[src/rtl/core/rse_pkg.sv]
// Package for the Reed-Solomon parity generator: sizes, FSM and command types,
// and GF(2^8) arithmetic helpers. No dependencies.
`default_nettype none

package rse_pkg;

    localparam int MAX_DEGREE = 32;
    localparam int CNT_W      = $clog2(MAX_DEGREE);
    localparam int DEG_W      = 6;
    localparam int BYTE_W     = 8;

    localparam logic [BYTE_W-1:0] GF_POLY   = 8'h1D; // x^8 + x^4 + x^3 + x^2 + 1
    localparam logic [DEG_W-1:0]  DEG_RESET = 6'd10;

    typedef enum logic [3:0] {
        ST_INIT   = 4'b0001,
        ST_DERIVE = 4'b0010,
        ST_IDLE   = 4'b0100,
        ST_EMIT   = 4'b1000
    } state_t;

    typedef struct packed {
        logic             init;
        logic             derive;
        logic             absorb;
        logic             emit;
        logic             emit_last;
        logic [CNT_W-1:0] deg_m1;
    } cmd_t;

    function automatic logic [BYTE_W-1:0] gf_mul(input logic [BYTE_W-1:0] a,
                                                 input logic [BYTE_W-1:0] b);
        logic [BYTE_W-1:0] acc;
        acc = '0;
        for (int bit_idx = BYTE_W - 1; bit_idx >= 0; bit_idx--)
        begin
            acc = {acc[BYTE_W-2:0], 1'b0} ^ (acc[BYTE_W-1] ? GF_POLY : '0);
            if (b[bit_idx])
            begin
                acc = acc ^ a;
            end
        end
        return acc;
    endfunction

    function automatic logic [BYTE_W-1:0] gf_xtime(input logic [BYTE_W-1:0] a);
        return {a[BYTE_W-2:0], 1'b0} ^ (a[BYTE_W-1] ? GF_POLY : '0);
    endfunction

endpackage

`default_nettype wire

[src/rtl/core/rse_ctrl.sv]
// Controller for the Reed-Solomon parity generator: degree register, sequencer
// FSM, step counter and output valid. Depends on rse_pkg.
`default_nettype none

module rse_ctrl (
    input  wire logic                       clk,
    input  wire logic                       rst_n,
    input  wire logic                       cfg_valid,
    output logic                            cfg_ready,
    input  wire logic [rse_pkg::DEG_W-1:0]  ecc_degree,
    input  wire logic                       in_valid,
    output logic                            in_stall,
    input  wire logic                       last_in,
    output logic                            out_valid,
    input  wire logic                       out_stall,
    output rse_pkg::cmd_t                   cmd
);
    import rse_pkg::*;

    state_t             state_reg, state_next;
    logic [DEG_W-1:0]   deg_reg, deg_next;
    logic [CNT_W-1:0]   cnt_reg, cnt_next;
    logic               out_valid_reg, out_valid_next;
    logic [CNT_W-1:0]   deg_m1;
    logic               out_free;
    logic               cnt_done;

    // Clamp the degree into 1..MAX_DEGREE, kept as degree minus one.
    always_comb
    begin
        if (deg_reg == '0)
        begin
            deg_m1 = '0;
        end
        else if ({1'b0, deg_reg} > (DEG_W + 1)'(MAX_DEGREE))
        begin
            deg_m1 = CNT_W'(MAX_DEGREE - 1);
        end
        else
        begin
            deg_m1 = CNT_W'(deg_reg - 1'b1);
        end
    end

    assign out_free  = !out_valid_reg || !out_stall;
    assign cnt_done  = (cnt_reg == deg_m1);
    assign cfg_ready = (state_reg == ST_IDLE);
    assign in_stall  = (state_reg != ST_IDLE) || cfg_valid;
    assign out_valid = out_valid_reg;

    always_comb
    begin
        state_next    = state_reg;
        deg_next      = deg_reg;
        cnt_next      = cnt_reg;
        cmd           = '0;
        cmd.deg_m1    = deg_m1;

        unique case (state_reg)
            ST_INIT:
            begin
                cmd.init   = 1'b1;
                cnt_next   = '0;
                state_next = ST_DERIVE;
            end
            ST_DERIVE:
            begin
                cmd.derive = 1'b1;
                cnt_next   = cnt_reg + 1'b1;
                if (cnt_done)
                begin
                    cnt_next   = '0;
                    state_next = ST_IDLE;
                end
            end
            ST_IDLE:
            begin
                if (cfg_valid)
                begin
                    deg_next   = ecc_degree;
                    state_next = ST_INIT;
                end
                else if (in_valid)
                begin
                    cmd.absorb = 1'b1;
                    if (last_in)
                    begin
                        cnt_next   = '0;
                        state_next = ST_EMIT;
                    end
                end
            end
            ST_EMIT:
            begin
                if (out_free)
                begin
                    cmd.emit      = 1'b1;
                    cmd.emit_last = cnt_done;
                    cnt_next      = cnt_reg + 1'b1;
                    if (cnt_done)
                    begin
                        cnt_next   = '0;
                        state_next = ST_IDLE;
                    end
                end
            end
            default:
            begin
                state_next = ST_INIT;
            end
        endcase

        out_valid_next = (out_valid_reg && out_stall) || cmd.emit;
    end

    always_ff @(posedge clk or negedge rst_n)
    begin
        if (!rst_n)
        begin
            state_reg     <= ST_INIT;
            deg_reg       <= DEG_RESET;
            cnt_reg       <= '0;
            out_valid_reg <= 1'b0;
        end
        else
        begin
            state_reg     <= state_next;
            deg_reg       <= deg_next;
            cnt_reg       <= cnt_next;
            out_valid_reg <= out_valid_next;
        end
    end

`ifndef SYNTHESIS
    a_state_onehot: assert property (@(posedge clk) disable iff (!rst_n)
        $onehot(state_reg))
        else $error("controller state is not one-hot");

    a_cfg_restarts: assert property (@(posedge clk) disable iff (!rst_n)
        (cfg_valid && cfg_ready) |=> (state_reg == ST_INIT))
        else $error("degree write did not restart derivation");

    a_emit_shows: assert property (@(posedge clk) disable iff (!rst_n)
        cmd.emit |=> out_valid_reg)
        else $error("emitted parity word not shown on output");

    a_last_ends_block: assert property (@(posedge clk) disable iff (!rst_n)
        cmd.emit_last |=> (state_reg == ST_IDLE))
        else $error("final parity word did not return to idle");

    a_no_absorb_busy: assert property (@(posedge clk) disable iff (!rst_n)
        (state_reg != ST_IDLE) |-> !cmd.absorb)
        else $error("data word absorbed outside idle");
`endif

endmodule

`default_nettype wire

[src/rtl/core/rse_datapath.sv]
// Datapath for the Reed-Solomon parity generator: generator and remainder
// registers, shared GF(2^8) multipliers, output word register. Depends on rse_pkg.
`default_nettype none

module rse_datapath (
    input  wire logic                       clk,
    input  wire rse_pkg::cmd_t              cmd,
    input  wire logic [rse_pkg::BYTE_W-1:0] data_byte,
    output logic [rse_pkg::BYTE_W-1:0]      parity_byte,
    output logic                            last_out
);
    import rse_pkg::*;

    logic [BYTE_W-1:0] gen_reg  [MAX_DEGREE];
    logic [BYTE_W-1:0] gen_next [MAX_DEGREE];
    logic [BYTE_W-1:0] rem_reg  [MAX_DEGREE];
    logic [BYTE_W-1:0] rem_next [MAX_DEGREE];
    logic [BYTE_W-1:0] prod     [MAX_DEGREE];
    logic [BYTE_W-1:0] root_reg, root_next;
    logic [BYTE_W-1:0] parity_reg, parity_next;
    logic              last_reg, last_next;
    logic [BYTE_W-1:0] mul_b;

    // One multiplier per tap: root during derivation, feedback while encoding.
    assign mul_b = cmd.derive ? root_reg : (data_byte ^ rem_reg[0]);

    always_comb
    begin
        for (int j = 0; j < MAX_DEGREE; j++)
        begin
            prod[j] = gf_mul(gen_reg[j], mul_b);
        end
    end

    always_comb
    begin
        root_next   = root_reg;
        parity_next = parity_reg;
        last_next   = last_reg;
        for (int j = 0; j < MAX_DEGREE; j++)
        begin
            gen_next[j] = gen_reg[j];
            rem_next[j] = rem_reg[j];
        end

        if (cmd.init)
        begin
            root_next = 8'h01;
            for (int j = 0; j < MAX_DEGREE; j++)
            begin
                gen_next[j] = (CNT_W'(j) == cmd.deg_m1) ? 8'h01 : 8'h00;
                rem_next[j] = '0;
            end
        end
        else if (cmd.derive)
        begin
            // Multiply the running product by (x - root); taps past the degree stay zero.
            root_next = gf_xtime(root_reg);
            for (int j = 0; j < MAX_DEGREE; j++)
            begin
                gen_next[j] = prod[j] ^ ((j + 1 < MAX_DEGREE) ? gen_reg[(j + 1) % MAX_DEGREE]
                                                              : 8'h00);
            end
        end
        else if (cmd.absorb)
        begin
            for (int j = 0; j < MAX_DEGREE; j++)
            begin
                rem_next[j] = prod[j] ^ ((j + 1 < MAX_DEGREE) ? rem_reg[(j + 1) % MAX_DEGREE]
                                                              : 8'h00);
            end
        end
        else if (cmd.emit)
        begin
            // Shift out the head; zeros fill in so the remainder ends cleared.
            parity_next = rem_reg[0];
            last_next   = cmd.emit_last;
            for (int j = 0; j < MAX_DEGREE; j++)
            begin
                rem_next[j] = (j + 1 < MAX_DEGREE) ? rem_reg[(j + 1) % MAX_DEGREE] : 8'h00;
            end
        end
    end

    always_ff @(posedge clk)
    begin
        root_reg   <= root_next;
        parity_reg <= parity_next;
        last_reg   <= last_next;
        for (int j = 0; j < MAX_DEGREE; j++)
        begin
            gen_reg[j] <= gen_next[j];
            rem_reg[j] <= rem_next[j];
        end
    end

    assign parity_byte = parity_reg;
    assign last_out    = last_reg;

endmodule

`default_nettype wire

[src/rtl/core/reed_solomon_ecc_encoder.sv]
// Throughput: one data word per cycle while idle with no degree write pending; a word
//   flagged last then holds input while d parity words (d = degree, 1..32) drain, one
//   per cycle unless out_stall holds them; each is registered from the emit state.
// Reset and every degree write run init and derive steps to build the generator
//   from one shared multiplier per tap; input is held until that finishes (degree 10).
// Reset is asynchronous, active low; the remainder restarts from zero.
`default_nettype none

module reed_solomon_ecc_encoder (
    input  wire logic                       clk,
    input  wire logic                       rst_n,
    // degree register write channel
    input  wire logic                       cfg_valid,
    output logic                            cfg_ready,
    input  wire logic [rse_pkg::DEG_W-1:0]  ecc_degree,
    // data word input
    input  wire logic                       in_valid,
    output logic                            in_stall,
    input  wire logic [rse_pkg::BYTE_W-1:0] data_byte,
    input  wire logic                       last_in,
    // parity word output
    output logic                            out_valid,
    input  wire logic                       out_stall,
    output logic [rse_pkg::BYTE_W-1:0]      parity_byte,
    output logic                            last_out
);
    import rse_pkg::*;

    cmd_t cmd;

    // Sequencer: owns the degree, the step counter and the output valid flag.
    rse_ctrl u_ctrl (
        .clk        (clk),
        .rst_n      (rst_n),
        .cfg_valid  (cfg_valid),
        .cfg_ready  (cfg_ready),
        .ecc_degree (ecc_degree),
        .in_valid   (in_valid),
        .in_stall   (in_stall),
        .last_in    (last_in),
        .out_valid  (out_valid),
        .out_stall  (out_stall),
        .cmd        (cmd)
    );

    // Datapath: generator taps, remainder LFSR and the parity word register.
    rse_datapath u_datapath (
        .clk         (clk),
        .cmd         (cmd),
        .data_byte   (data_byte),
        .parity_byte (parity_byte),
        .last_out    (last_out)
    );

endmodule

`default_nettype wire
[config.mk]
export PLATFORM = sky130hd
export DESIGN_NAME = reed_solomon_ecc_encoder
export DESIGN_NICKNAME = d
export VERILOG_FILES = /design/src/rtl/core/rse_pkg.sv /design/src/rtl/core/rse_ctrl.sv /design/src/rtl/core/rse_datapath.sv /design/src/rtl/core/reed_solomon_ecc_encoder.sv
export SDC_FILE = /design/constraint.sdc
export NUM_CORES = 2
export LEC_CHECK = 0
export BUFFER_PORTS_ARGS = -buffer_cell sky130_fd_sc_hd__buf_4
export CAP_MARGIN = 20
export CORE_ASPECT_RATIO = 1.2
export CORE_UTILIZATION = 45
export CTS_CLUSTER_SIZE = 30
export DETAILED_ROUTE_END_ITERATION = 6
export PLACE_DENSITY = 0.6
export SLEW_MARGIN = 20
export SYNTH_ARGS = -nofsm -noshare
export SYNTH_HDL_FRONTEND = slang
export SYNTH_SLANG_ARGS = --single-unit
[constraint.sdc]
create_clock -name clk -period 4.98 [get_ports clk]
set_clock_uncertainty 0.05 [all_clocks]
set_input_delay 0.996 -clock clk [delete_from_list [all_inputs] [get_ports clk]]
set_output_delay 0.996 -clock clk [all_outputs]
set_load 0.02 [all_outputs]
==> flow_metrics.env <==
export IMPL_port_buffers=31
export IMPL_areaGrowthSynthToFinish_pct=6.26
export IMPL_clkSlewWorstSetupHoldPaths_ns=0.06
export IMPL_core_mm2=0.127
export IMPL_synth_edff_count=41
export IMPL_grt_antenna_before_repair=4
export IMPL_path_max_fanout=35
export IMPL_slowest_delay_ns=0.84
export IMPL_crit_cells=12
export IMPL_cp_start_kind="register"
export IMPL_critical_path_class="reg2reg"
export IMPL_finalCriticalPeriod_ns=4.92
export IMPL_r2r_setup_slack_ns=0.06
export IMPL_synth_fp_nets=7652
export IMPL_clock_latency_ns=0.70
export IMPL_worstMarginPinSlew_ns=1.20
export IMPL_netlist_top_cells_count="2236 x nand2_1, 1472 x xnor2_1, 531 x xor2_1"
export IMPL_cts_buffers=68
export IMPL_cts_buffer_depth=3
export IMPL_initial_core_util_pct=45.5
export IMPL_crit_end="u_datapath.gen_reg[0][66]"
export IMPL_netlist_area_mm2=0.0579
export IMPL_netlist_top_cells_area="xnor2_1 22%, dfxtp_1 17%, nand2_1 15%, xnor3_1 8.6%, xor2_1 8.0%"
export IMPL_drc=0
export IMPL_grt_pass1_wl_um=306000
export IMPL_cts_setup_buffers=0
export IMPL_vias_per_cell=5.78
export IMPL_grt_pass1_vias=49100
export IMPL_initialDrtViolationCount=4979
export IMPL_num_vias=51600
export IMPL_rsz0062_at_grt="no"
export IMPL_postCtsHoldBufs=0
export IMPL_maxSlewViolCount=0
export IMPL_min_period_over_period_pct=98.9
export IMPL_ioPinCount=32
export IMPL_min_path_type="in2async"
export IMPL_dp_hpwl_um=129000
export IMPL_routed_wl_um=201000
export IMPL_cp_end_kind="register"
export IMPL_r2r_end="u_datapath.gen_reg[0][66]"
export IMPL_run_status="finished, final reports clean"
export IMPL_fp_row_count=143
export IMPL_dr_pass1_iters=6
export IMPL_root_buffer="clkbuf_16"
export IMPL_finalWeightedCongestion=0.915
export IMPL_setup_viol=0
export IMPL_grt_max_degree=155
export IMPL_avgSynthCellArea_um2=7.58
export IMPL_wl_per_cell_um=22.6
export IMPL_cp_arrival_ns=5.41
export IMPL_r2r_cells=12
export IMPL_crit_path_top_delay_cell="or4b_4"
export IMPL_max_cap_viol_count=0
export IMPL_ant_nets=0
export IMPL_required_ns=5.46
export IMPL_ys_seq_elements=545
export IMPL_ys_warn_count=0
export IMPL_ys_seq_area_share_pct=19.7
export IMPL_synthArstFlopShare_pct=2.94
export IMPL_relSlewSlack_pct=19.7
export IMPL_tritoncts="done"
export IMPL_crit_start="u_ctrl.state_reg[3]"
export IMPL_post_cts_resized=0
export IMPL_overflow=0
export IMPL_die_height_um=395
export IMPL_holdWs_ns=0.101
export IMPL_crit_buf_inv=2
export IMPL_yosys_cell_count_top_type="nand2_1"
export IMPL_final_nets=7224
export IMPL_die_area_mm2=0.130
export IMPL_cp_common_cell="xnor2_1"
export IMPL_setup_tns_ns=0
export IMPL_r2r_start="u_ctrl.state_reg[3]"
export IMPL_yosysTopAreaCellShare_pct=22.3
export IMPL_synth_distinct_cells=78
export IMPL_fp_dieW_um=329
export IMPL_numClockSinks=545
export IMPL_cpLargestDelayFamily="XOR/XNOR gates"
export IMPL_hold_viol=0
export IMPL_crit_chain="or4b_4 > mux2_8 > buf_12 > nand2_1 > buf_4 > o21ai_0 > a22oi_1 > xnor3_1 > xor2_1 > xnor2_1 > xnor2_1 > o21ai_1"
export IMPL_timing_fmax_mhz=203
export IMPL_drive_above_1_share_pct=6.04
export IMPL_cts_htree_levels=3
export IMPL_grt_util_all_layers_pct=30.3
export IMPL_yosys_area_top_type="xnor2_1"
export IMPL_syn_inst=7629
export IMPL_synth_top_flop_cell="dfxtp_1"
==> through the flow <==
| stage | util, % | setup WS (ns) | area, um2 | instances |
|---|---|---|---|---|
| floorplan | - | 0.957 | 57900 | 7629 |
| global placement | 46.6 | 0.115 | 59200 | 8797 |
| detailed placement | 46.6 | 0.165 | 59200 | 8797 |
| CTS | 48.4 | 0.195 | 61500 | 8921 |
| global route | 48.4 | 0.00129 | 61500 | 8922 |
| finish | 48.4 | 0.0557 | 61500 | 8925 |
==> placed cells by master, fill, tap and decap left out, types with 147 or more instances in the layout <==
cell,count
nand2_1,2235
dfxtp_1,488
xnor2_1,1471
xor2_1,531
buf_4,191
a22oi_1,149
xnor3_1,221
o21ai_0,354
nor2_1,272
a21oi_1,147
==> per-layer routing <==
metal	wire (um)	GRT usage, %	vias to the layer above
met3	14600	4.01	489
li1	-	-	23800
met2	95200	50.1	2115
met4	10100	14.8	2
met1	81700	38.6	25200
met5	10	0	-
==> logic make-up (layout without fill, tap and decap cells) <==
group | count (synthesis) | count (layout) | share of synthesized area [%]
adder cells (fa/ha/maj) | 3 | 3 | 0.0649
flip-flops | 545 | 545 | 19.7
other | 0 | 3 | 0
multiplexers | 117 | 118 | 2.16
XOR/XNOR | 2284 | 2284 | 40.8
AO/OA/AOI/OAI | 1024 | 1024 | 11.3
buffers and inverters | 742 | 367 | 5.57
AND/OR/NAND/NOR | 2914 | 2914 | 20.4
==> worst min path at each step <==
| stage | slack [ns] | cells after the start | end | from |
|---|---|---|---|---|
| finish | 0.10 | 1 | u_ctrl.deg_reg[2] | rst_n |
| global route | 0.11 | 1 | u_ctrl.deg_reg[0] | rst_n |
| CTS | 0.07 | 1 | u_ctrl.deg_reg[2] | rst_n |
| detailed placement | 0.42 | 2 | u_datapath.rem_reg[1][72] | u_datapath.rem_reg[1][80] |
| global placement | 0.41 | 2 | u_datapath.rem_reg[1][72] | u_datapath.rem_reg[1][80] |
| floorplan | 0.38 | 2 | u_datapath.rem_reg[1][74] | u_datapath.rem_reg[1][82] |
==> cell type report <==
class                           instances  area [um2]
Antenna cell                            3        7.51
Timing Repair Buffer                  228        2170
Inverter                               15        61.3
Sequential cell                       545       11400
Tap cell                             1667        2090
Clock buffer                           96        1960
Fill cell                           12400       65600
Clock inverter                         28         335
Multi-Input combinational cell       6343       43500
Power is not shown: default switching activity piles up to over one toggle a cycle in this logic, so the estimate is an artifact.
